## src/rtl/nhpi_pkg.sv

```systemverilog
// Package for the Nose-Hoover particle integrator.
// Holds the payload, configuration and divider types, the number format and the helpers.
// No dependencies.
package nhpi_pkg;

  localparam int FRAC_BITS = 16;
  localparam int QUEUE_DEPTH = 2;
  localparam int DIV_NUM_W = 56;
  localparam int DIV_CNT_W = $clog2(DIV_NUM_W + 1);

  localparam logic [2:0] CFG_TIME_STEP = 3'd0;
  localparam logic [2:0] CFG_GAIN      = 3'd1;
  localparam logic [2:0] CFG_TEMP_TGT  = 3'd2;
  localparam logic [2:0] CFG_DOF       = 3'd3;
  localparam logic [2:0] CFG_BOX_X     = 3'd4;
  localparam logic [2:0] CFG_BOX_Y     = 3'd5;
  localparam logic [2:0] CFG_BOX_Z     = 3'd6;

  typedef struct packed {
    logic               func;
    logic               last_item;
    logic signed [31:0] pos_x;
    logic signed [31:0] pos_y;
    logic signed [31:0] pos_z;
    logic signed [31:0] vel_x;
    logic signed [31:0] vel_y;
    logic signed [31:0] vel_z;
    logic signed [31:0] acc_or_force_x;
    logic signed [31:0] acc_or_force_y;
    logic signed [31:0] acc_or_force_z;
    logic        [30:0] mass;
  } in_item_t;

  typedef struct packed {
    logic signed [31:0] new_pos_x;
    logic signed [31:0] new_pos_y;
    logic signed [31:0] new_pos_z;
    logic signed [31:0] new_vel_x;
    logic signed [31:0] new_vel_y;
    logic signed [31:0] new_vel_z;
    logic signed [31:0] new_acc_x;
    logic signed [31:0] new_acc_y;
    logic signed [31:0] new_acc_z;
    logic        [5:0]  wrap_code;
    logic        [30:0] kinetic_temp;
  } out_item_t;

  typedef struct packed {
    logic [30:0] time_step;
    logic [30:0] thermostat_gain;
    logic [30:0] temp_target;
    logic [15:0] dof_count;
    logic [63:0] box_x_bounds;
    logic [63:0] box_y_bounds;
    logic [63:0] box_z_bounds;
  } cfg_t;

  typedef struct packed {
    logic     valid;
    in_item_t item;
  } queue_head_t;

  typedef struct packed {
    logic               start;
    logic signed [63:0] num;
    logic signed [63:0] den;
  } div_req_t;

  typedef struct packed {
    logic               done;
    logic signed [63:0] quot;
  } div_rsp_t;

  typedef enum logic [4:0] {
    ST_IDLE,
    ST_D_MUL, ST_D_POST, ST_R_WAIT,
    ST_H_MUL, ST_H_POST, ST_V_MUL, ST_V_POST,
    ST_P_MUL, ST_P_POST, ST_S_MUL, ST_S_POST,
    ST_K_MUL, ST_K_POST,
    ST_T_START, ST_T_WAIT, ST_E_START, ST_E_WAIT,
    ST_X_MUL, ST_X_POST, ST_Y_MUL, ST_Y_POST,
    ST_A_START, ST_A_WAIT, ST_F_MUL, ST_F_POST, ST_G_MUL, ST_G_POST,
    ST_DONE
  } back_state_e;

  function automatic logic signed [31:0] sat32(input logic signed [69:0] x);
    logic signed [31:0] r;
    if (x > 70'sd2147483647) begin
      r = 32'sh7FFF_FFFF;
    end else if (x < -70'sd2147483648) begin
      r = 32'sh8000_0000;
    end else begin
      r = x[31:0];
    end
    return r;
  endfunction

endpackage

```

## src/rtl/nhpi_front.sv

```systemverilog
// Front end of the integrator: input transfer and a short item queue.
// Depends on nhpi_pkg.
module nhpi_front (
  input  logic              clk_i,
  input  logic              rst_ni,
  input  logic              in_valid_i,
  output logic              in_stall_o,
  input  nhpi_pkg::in_item_t in_data_i,
  output nhpi_pkg::queue_head_t head_o,
  input  logic              pop_i
);
  import nhpi_pkg::*;

  localparam int PTR_W = (QUEUE_DEPTH > 1) ? $clog2(QUEUE_DEPTH) : 1;
  localparam int CNT_W = $clog2(QUEUE_DEPTH + 1);

  in_item_t         mem_q [QUEUE_DEPTH];
  logic [PTR_W-1:0] wr_ptr_q, rd_ptr_q;
  logic [CNT_W-1:0] cnt_q;
  logic             push, pop;

  assign in_stall_o = (cnt_q == CNT_W'(QUEUE_DEPTH));
  assign push = in_valid_i && !in_stall_o;
  assign pop = pop_i && (cnt_q != '0);
  assign head_o.valid = (cnt_q != '0);
  assign head_o.item = mem_q[rd_ptr_q];

  always_ff @(posedge clk_i) begin
    if (push) begin
      mem_q[wr_ptr_q] <= in_data_i;
    end
  end

  always_ff @(posedge clk_i or negedge rst_ni) begin
    if (!rst_ni) begin
      wr_ptr_q <= '0;
      rd_ptr_q <= '0;
      cnt_q <= '0;
    end else begin
      if (push) begin
        wr_ptr_q <= (wr_ptr_q == PTR_W'(QUEUE_DEPTH - 1)) ? '0 : wr_ptr_q + 1'b1;
      end
      if (pop) begin
        rd_ptr_q <= (rd_ptr_q == PTR_W'(QUEUE_DEPTH - 1)) ? '0 : rd_ptr_q + 1'b1;
      end
      cnt_q <= cnt_q + CNT_W'(push) - CNT_W'(pop);
    end
  end

endmodule

```

## config.mk

```make
export PLATFORM = sky130hd
export DESIGN_NAME = nhpi_front
export DESIGN_NICKNAME = d
export VERILOG_FILES = /design/src/rtl/nhpi_pkg.sv /design/src/rtl/nhpi_front.sv
export SDC_FILE = /design/constraint.sdc
export NUM_CORES = 1
export LEC_CHECK = 0
export ABC_AREA = 1
export ABC_CLOCK_PERIOD_IN_PS = 14960
export BUFFER_PORTS_ARGS = -buffer_cell sky130_fd_sc_hd__buf_2
export CAP_MARGIN = 20
export CORE_AREA = 5 5 252 254
export DETAILED_ROUTE_END_ITERATION = 7
export DIE_AREA = 0 0 257 259
export PLACE_DENSITY_LB_ADDON = 0.25
export REMOVE_ABC_BUFFERS = 1
export SLEW_MARGIN = 20
export SYNTH_ARGS = -nofsm -noshare
export SYNTH_HDL_FRONTEND = slang
export SYNTH_SLANG_ARGS = --single-unit
```

## constraint.sdc

```tcl
create_clock -name clk_i -period 14.96 [get_ports clk_i]
set_input_delay 0.748 -clock clk_i [delete_from_list [all_inputs] [get_ports clk_i]]
set_output_delay 0.748 -clock clk_i [all_outputs]
set_load 0.005 [all_outputs]
```

==> results of run 1 <==
## critical path, cell delays in order (launching register included)
cell     delay (ns)
dfrtp_4        0.76
inv_8          0.73
buf_4          0.80
nand2_1        0.12
nand2_1        0.11
buf_2          0.16
## power breakdown
part | internal [mW] | switching, mW
logic | 0.553 | 1.14
clock network | 0.904 | 0.657
registers | 2.47 | 0.111
total | 3.93 | 1.91
## placed cells by master (no fill, tap or decap), types with 5 or more instances in the layout
| master | synthesis | layout |
|---|---|---|
| nand2_1 | 976 | 976 |
| buf_2 | 33 | 647 |
| edfxtp_1 | 642 | 642 |
| clkbuf_16 | 0 | 70 |
| clkbuf_1 | 3 | 23 |
| diode_2 | 0 | 18 |
| inv_1 | 9 | 8 |
| clkinv_1 | 0 | 7 |
| clkinv_2 | 0 | 5 |
| clkbuf_8 | 0 | 5 |
| buf_4 | 14 | 5 |
## cell usage after synthesis
cell type    n
inv_4        1
clkbuf_1     3
inv_1        9
ha_1         2
dfrtp_1      4
buf_6       21
nand3_1      3
edfxtp_1   642
buf_4       14
buf_2       33
nor2_1       1
nand2_1    976
## routing by layer
metal | track usage [%] | part of all wire [%]
met1 | 19.7 | 37
met2 | 30.1 | 53
met3 | 5.27 | 7.3
met4 | 7.04 | 2.9
met5 | 0 | 0.066
## worst max-delay path by stage
stage | start | endpoint | depth (start not counted)
3_3_place_gp | in_valid_i | mem_q[0][318]$_DFFE_PP_ | 5
2_1_floorplan | in_valid_i | mem_q[1][0]$_DFFE_PP_ | 2
6_report | rd_ptr_q$_DFFE_PN0P_ | head_o[170] | 5
4_1_cts | rd_ptr_q$_DFFE_PN0P_ | head_o[217] | 5
3_5_place_dp | in_valid_i | mem_q[0][283]$_DFFE_PP_ | 5
5_1_grt | rd_ptr_q$_DFFE_PN0P_ | head_o[225] | 5
## per-stage QoR
step                      setup TNS [ns]  util, %  cells  total power [mW]
after floorplan                   -54.41        -   1638              3.71
after global placement                 0     45.0   3084              4.33
after detailed placement               0     45.0   3084              4.35
after CTS                              0     48.4   3201              5.93
after global routing                   0     48.5   3215              6.18
final                                  0     48.5   3219              5.84
## logic make-up after synthesis
group	count (synthesis)
buf+inv	81
fa+ha+maj	2
flops	646
simple gates	980
## final cells by class
class                           count  area, um^2  area share (%)
Tap cell                          790         988            3.34
Inverter                           10        52.6           0.178
Clock inverter                     18         148           0.499
Sequential cell                   646       19400            65.5
Timing Repair Buffer              657        3360            11.3
Antenna cell                       18        45.0           0.152
Clock buffer                       98        1910            6.44
Multi-Input combinational cell    982        3710            12.6
## what timing repair did
item,in CTS,in global routing
gates resized for setup,0,0
setup buffers,0,0
hold buffers,1,0
endpoints found under the hold margin,4,0
## state kept, by name (all words and copies together) (netlist names)
register / cells
mem_q: 642
cnt_q: 2
rd_ptr_q: 1
wr_ptr_q: 1
==> flow_summary.yaml, run 1 <==
run:
  cap_violations: 0
yosys:
  synthDistinctLibCells: 12
  syn_area_um2: 23600
  yosysWarnings: 0
  synthMuxAreaShare_pct: 0
  synth_adder_area_share_pct: 0.106
  yosys.area_share.simple_pct: 15.6
  synth_top_family_by_area: "simple AND/OR/NAND/NOR gates"
  synth_xor_area_share_pct: 0
  synth_cells: 1709
  synth_area_leaders: "edfxtp_1, nand2_1, buf_6, buf_2, buf_4"
  ys_ff_latch: 646
  synth-compound-area-share_pct: 0
  synth_top_cell_by_area: "edfxtp_1"
  ys_seq_area_share_pct: 82.0
  syn_area_per_cell_um2: 13.8
  synth_top_area_share_pct: 81.5
detailed_routing:
  wl_um: 60600
  routedWlPerCell_um: 18.8
  dr.pass1.iters: 5
  ant_nets: 0
  drtIter0Drc: 974
  via_per_inst: 4.59
  route.detailed.drc: 0
  num_vias: 14800
sta:
  finalClockSkew_ns: 0.0210
  rsz0062_at_grt: "no"
  slew_violations: 0
  fmax_ghz: 0.245
  finalSetupViolations: 0
  fin_hold_ws_ns: 0.335
  worstMarginPinSlew_ns: 1.20
  hold_viol_final: 0
  slew_headroom_pct: 20.3
  finalWorstPathRequiredPeriod_ns: 4.09
  setup_ws_ns: 10.87
  fin_crit_sh_pct: 27.3
clocking:
  tritoncts: "done"
  max-clock-path-buffers: 3
  clk_latency_ns: 0.58
  htreeDepth: 3
  cts_made_buffers: 69
  root_buffer: "clkbuf_16"
  clk_pin_slew_ns: 0.06
  cts_sinks: 646
final_layout:
  final_cell_area_um2: 29600
  nFillCells: 5403
  area_growth_pct: 25.2
  num-nets-final: 2693
  layout-drive-gt1-share_pct: 30.9
place:
  dp_slack_ns: 10.93
  hpwl_um: 40200
  io_buffers: 647
  postPlaceCellArea_um2: 27500
  place.gp.congestion: 0.794
floorplan:
  core_area_um2: 61000
  num_rows: 91
  initial_core_util_pct: 38.7
  fp.dieH_um: 259
  ioPinCount: 648
  die_area_um2: 66600
  die_w_um: 257
global_routing:
  grt_max_degree: 180
  antenna_found_initial: 21
  grt_overflow: 0
  grt_use_total_pct: 17.2
  grt_pass1_wl_um: 88600
  grt_pass1_vias: 14800
setup_path:
  critPathMaxFanout: 144
  regToRegStartpoint: "cnt_q[0]$_DFF_PN0_"
  worst-setup-path-type: "register to primary output"
  endpoint_kind: "primary output"
  r2r_slack_ns: 11.41
  worst_ep_arrival_time_ns: 3.34
  reg2reg_depth: 6
  worstPathRequired_ns: 14.21
  timing.rr.end: "mem_q[0][59]$_DFFE_PP_"
  startpoint_type: "register"
min_path:
  min_delay_worst_endpoint: "mem_q[1][303]$_DFFE_PP_"
  worstHoldPathType: "input pin to register"
  min_path_cells: 1
  hold_start: "in_data_i[303]"
power_and_ir_drop:
  leakage_nw: 12.6
  ir_worst_vdd_uv: 120
  powerDensity_nw_per_um2: 197
status:
  outcome: "finished, final reports clean"
Note: power is estimated with default switching activity, not from simulation.
==> run 2: changes to the inputs <==
- ABC_AREA: 1 -> 0
- ABC_CLOCK_PERIOD_IN_PS: 14960 -> 3600
- CORE_AREA: 5 5 252 254 -> 5 5 251 253
- DIE_AREA: 0 0 257 259 -> 0 0 256 258
- clock period: 14.96 -> 3.6 ns (I/O delays scaled with it)
==> flow_summary.yaml, run 2 <==
setup_path:
  worst_ep_arrival_time_ns: 2.52
  cpMaxStageDelayCell: "dfrtp_4"
  worstPathRequired_ns: 3.42
  critPathMaxFanout: 46
  cpPeakStageDelay_ns: 0.97
  critical-path-top-delay-family: "flip-flops"
  path_cells: "buf_4, mux2_2, buf_2"
  crit_buf_inv: 2
  startpoint_type: "register"
  worst-setup-path-type: "register to primary output"
  r2r_slack_ns: 1.44
  endpoint_kind: "primary output"
yosys:
  yosysWarnings: 0
  ys_ff_latch: 646
  syn_area_per_cell_um2: 23.2
  synth_area_leaders: "edfxtp_1, mux2_2, mux2_4, buf_6, dfrtp_1"
  synth_top_area_share_pct: 81.6
  ys_seq_area_share_pct: 82.1
  synth_edf_count: 642
  synth_top_flop_cell: "edfxtp_1"
  async_flop_share_pct: 0.619
  synth_top_cell_by_area: "edfxtp_1"
  synthMostInstantiatedCell: "edfxtp_1"
  synth_cells: 1017
  synthDistinctLibCells: 17
  syn_area_um2: 23600
  yosys-top-cells-count: "edfxtp_1, mux2_2, mux2_4"
final_layout:
  reg_top3: "mem_q x642, cnt_q x2"
  mostFrequentLayoutCells: "buf_2, edfxtp_1, dlygate4sd3_1, mux2_2, clkbuf_16"
  final_util_pct: 54.7
  nFillCells: 4844
  regMostFlops: "mem_q"
  final_common_cell: "buf_2"
  final_cell_area_um2: 33200
  layout-drive-gt1-share_pct: 51.4
  largest_reg_flops: 642
  area_growth_pct: 40.7
  num-nets-final: 2380
sta:
  setup_ws_ns: 0.896
  fmax_ghz: 0.370
  fin_crit_sh_pct: 75.1
  finalClockSkew_ns: 0.0260
  slew_headroom_pct: 37.4
  finalWorstPathRequiredPeriod_ns: 2.70
  hold_viol_final: 0
  fin_setup_tns_ns: 0
  finalSetupViolations: 0
  rsz0062_at_grt: "no"
  slew_violations: 0
  worstMarginPinSlew_ns: 0.938
clocking:
  clk_latency_ns: 0.59
  cts_setup_buffers: 0
  htreeDepth: 3
  root_buffer: "clkbuf_16"
  cts_made_buffers: 69
  cts-hold-fix-buffers: 325
  tritoncts: "done"
  cts_sinks: 646
  cts_resized: 0
  clk_pin_slew_ns: 0.06
  max-clock-path-buffers: 3
power_and_ir_drop:
  seqPwrFrac_pct: 43.7
  switching_share_pct: 28.1
  ir_worst_vdd_uv: 426
  power.internal_mw: 17.7
  p_switching_mw: 6.91
  leakage_nw: 12.6
  powerDensity_nw_per_um2: 740
  p_comb_share_pct: 29.2
  p_clk_share_pct: 27.1
  p_total_mw: 24.6
global_routing:
  grt_max_degree: 106
  antenna_found_initial: 9
  grt_pass1_wl_um: 89000
  grt_overflow: 0
  grt_use_total_pct: 17.4
  grt_pass1_vias: 14800
status:
  outcome: "finished, final reports clean"
detailed_routing:
  met2WireLength_um: 31100
  drtIter0Drc: 738
  routedWlPerCell_um: 20.5
  highest_layer: "met5"
  route.detailed.drc: 0
  wl_um: 59500
  via_per_inst: 4.65
  dr.pass1.iters: 4
  met3_length_um: 3740
  num_vias: 13500
  drt-met1-wl_um: 22500
  ant_nets: 0
min_path:
  worstHoldPathType: "input pin to register"
floorplan:
  fp.dieH_um: 258
  die_w_um: 256
  ioPinCount: 648
  core_area_um2: 60800
  num_rows: 91
  die_area_um2: 66000
  initial_core_util_pct: 38.8
place:
  dp_slack_ns: 1.40
  postPlaceCellArea_um2: 27800
  place.gp.congestion: 0.817
  hpwl_um: 40300
  io_buffers: 647
run:
  cap_violations: 0
==> run 2: cell count changes after synthesis, moves of 3 or more <==
cell and change:
clkbuf_1 -3, inv_1 -7, nand2_1 -975, mux2_1 +8, buf_6 +10, buf_4 -14
nand3_1 -3, xnor2_1 +3, buf_2 -28, mux2_4 +40, mux2_2 +273
==> run 2: power by group through the flow <==
stage          clock, mW  sequential, mW  combinational [mW]
6_report            6.66            10.7                7.19
4_1_cts             6.85            10.8                7.33
3_5_place_dp           0            10.9                6.99
5_1_grt             7.21            10.9                7.69
3_3_place_gp           0            10.8                6.96
2_1_floorplan          0            10.6                2.30
==> run 2: metrics by stage <==
stage	instances	hold slack, ns
4_1_cts	2896	0.254
3_3_place_gp	2447	-0.0103
6_report	2904	0.318
2_1_floorplan	981	-0.116
3_5_place_dp	2447	-0.00633
5_1_grt	2904	0.272
==> run 2: path summary, 6_finish.rpt <==
kind | startpoint | end | depth (start not counted)
setup / recovery | rd_ptr_q$_DFFE_PN0P_ | head_o[108] | 3
min in group asynchronous | rst_ni | cnt_q[0]$_DFF_PN0_ | 3
hold / removal | in_data_i[182] | mem_q[0][182]$_DFFE_PP_ | 2
setup reg to reg | cnt_q[1]$_DFF_PN0_ | mem_q[1][10]$_DFFE_PP_ | 3
max in group asynchronous | rst_ni | rd_ptr_q$_DFFE_PN0P_ | 3
hold reg to reg | cnt_q[1]$_DFF_PN0_ | cnt_q[1]$_DFF_PN0_ | 1
==> run 2: logic make-up (layout without fill, tap and decap cells) <==
| kind of cell | count (synthesis) | after routing | synth area share, % |
|---|---|---|---|
| flops | 646 | 646 | 82.1 |
| fa+ha+maj | 2 | 2 | 0.106 |
| buf+inv | 38 | 1127 | 1.62 |
| xor+xnor | 4 | 4 | 0.148 |
| simple gates | 6 | 6 | 0.138 |
| other cells | 0 | 8 | 0 |
| mux | 321 | 321 | 15.9 |
==> run 2: metal layers <==
| metal | up-vias | global-route usage [%] |
|---|---|---|
| met5 | - | 0 |
| li1 | 6167 | - |
| met2 | 466 | 30.6 |
| met1 | 6739 | 19.7 |
| met4 | 2 | 7.74 |
| met3 | 118 | 4.98 |
==> run 2: layout make-up <==
type / count / area, um^2 / area share, %
multi-input cells: 333 / 3870 / 11.6
diodes: 8 / 20.0 / 0.0602
flip-flops and latches: 646 / 19400 / 58.3
inverters: 2 / 7.51 / 0.0226
well taps: 790 / 988 / 2.97
clock inverters: 35 / 302 / 0.907
repair buffers: 1001 / 6850 / 20.6
clock buffers: 89 / 1820 / 5.48
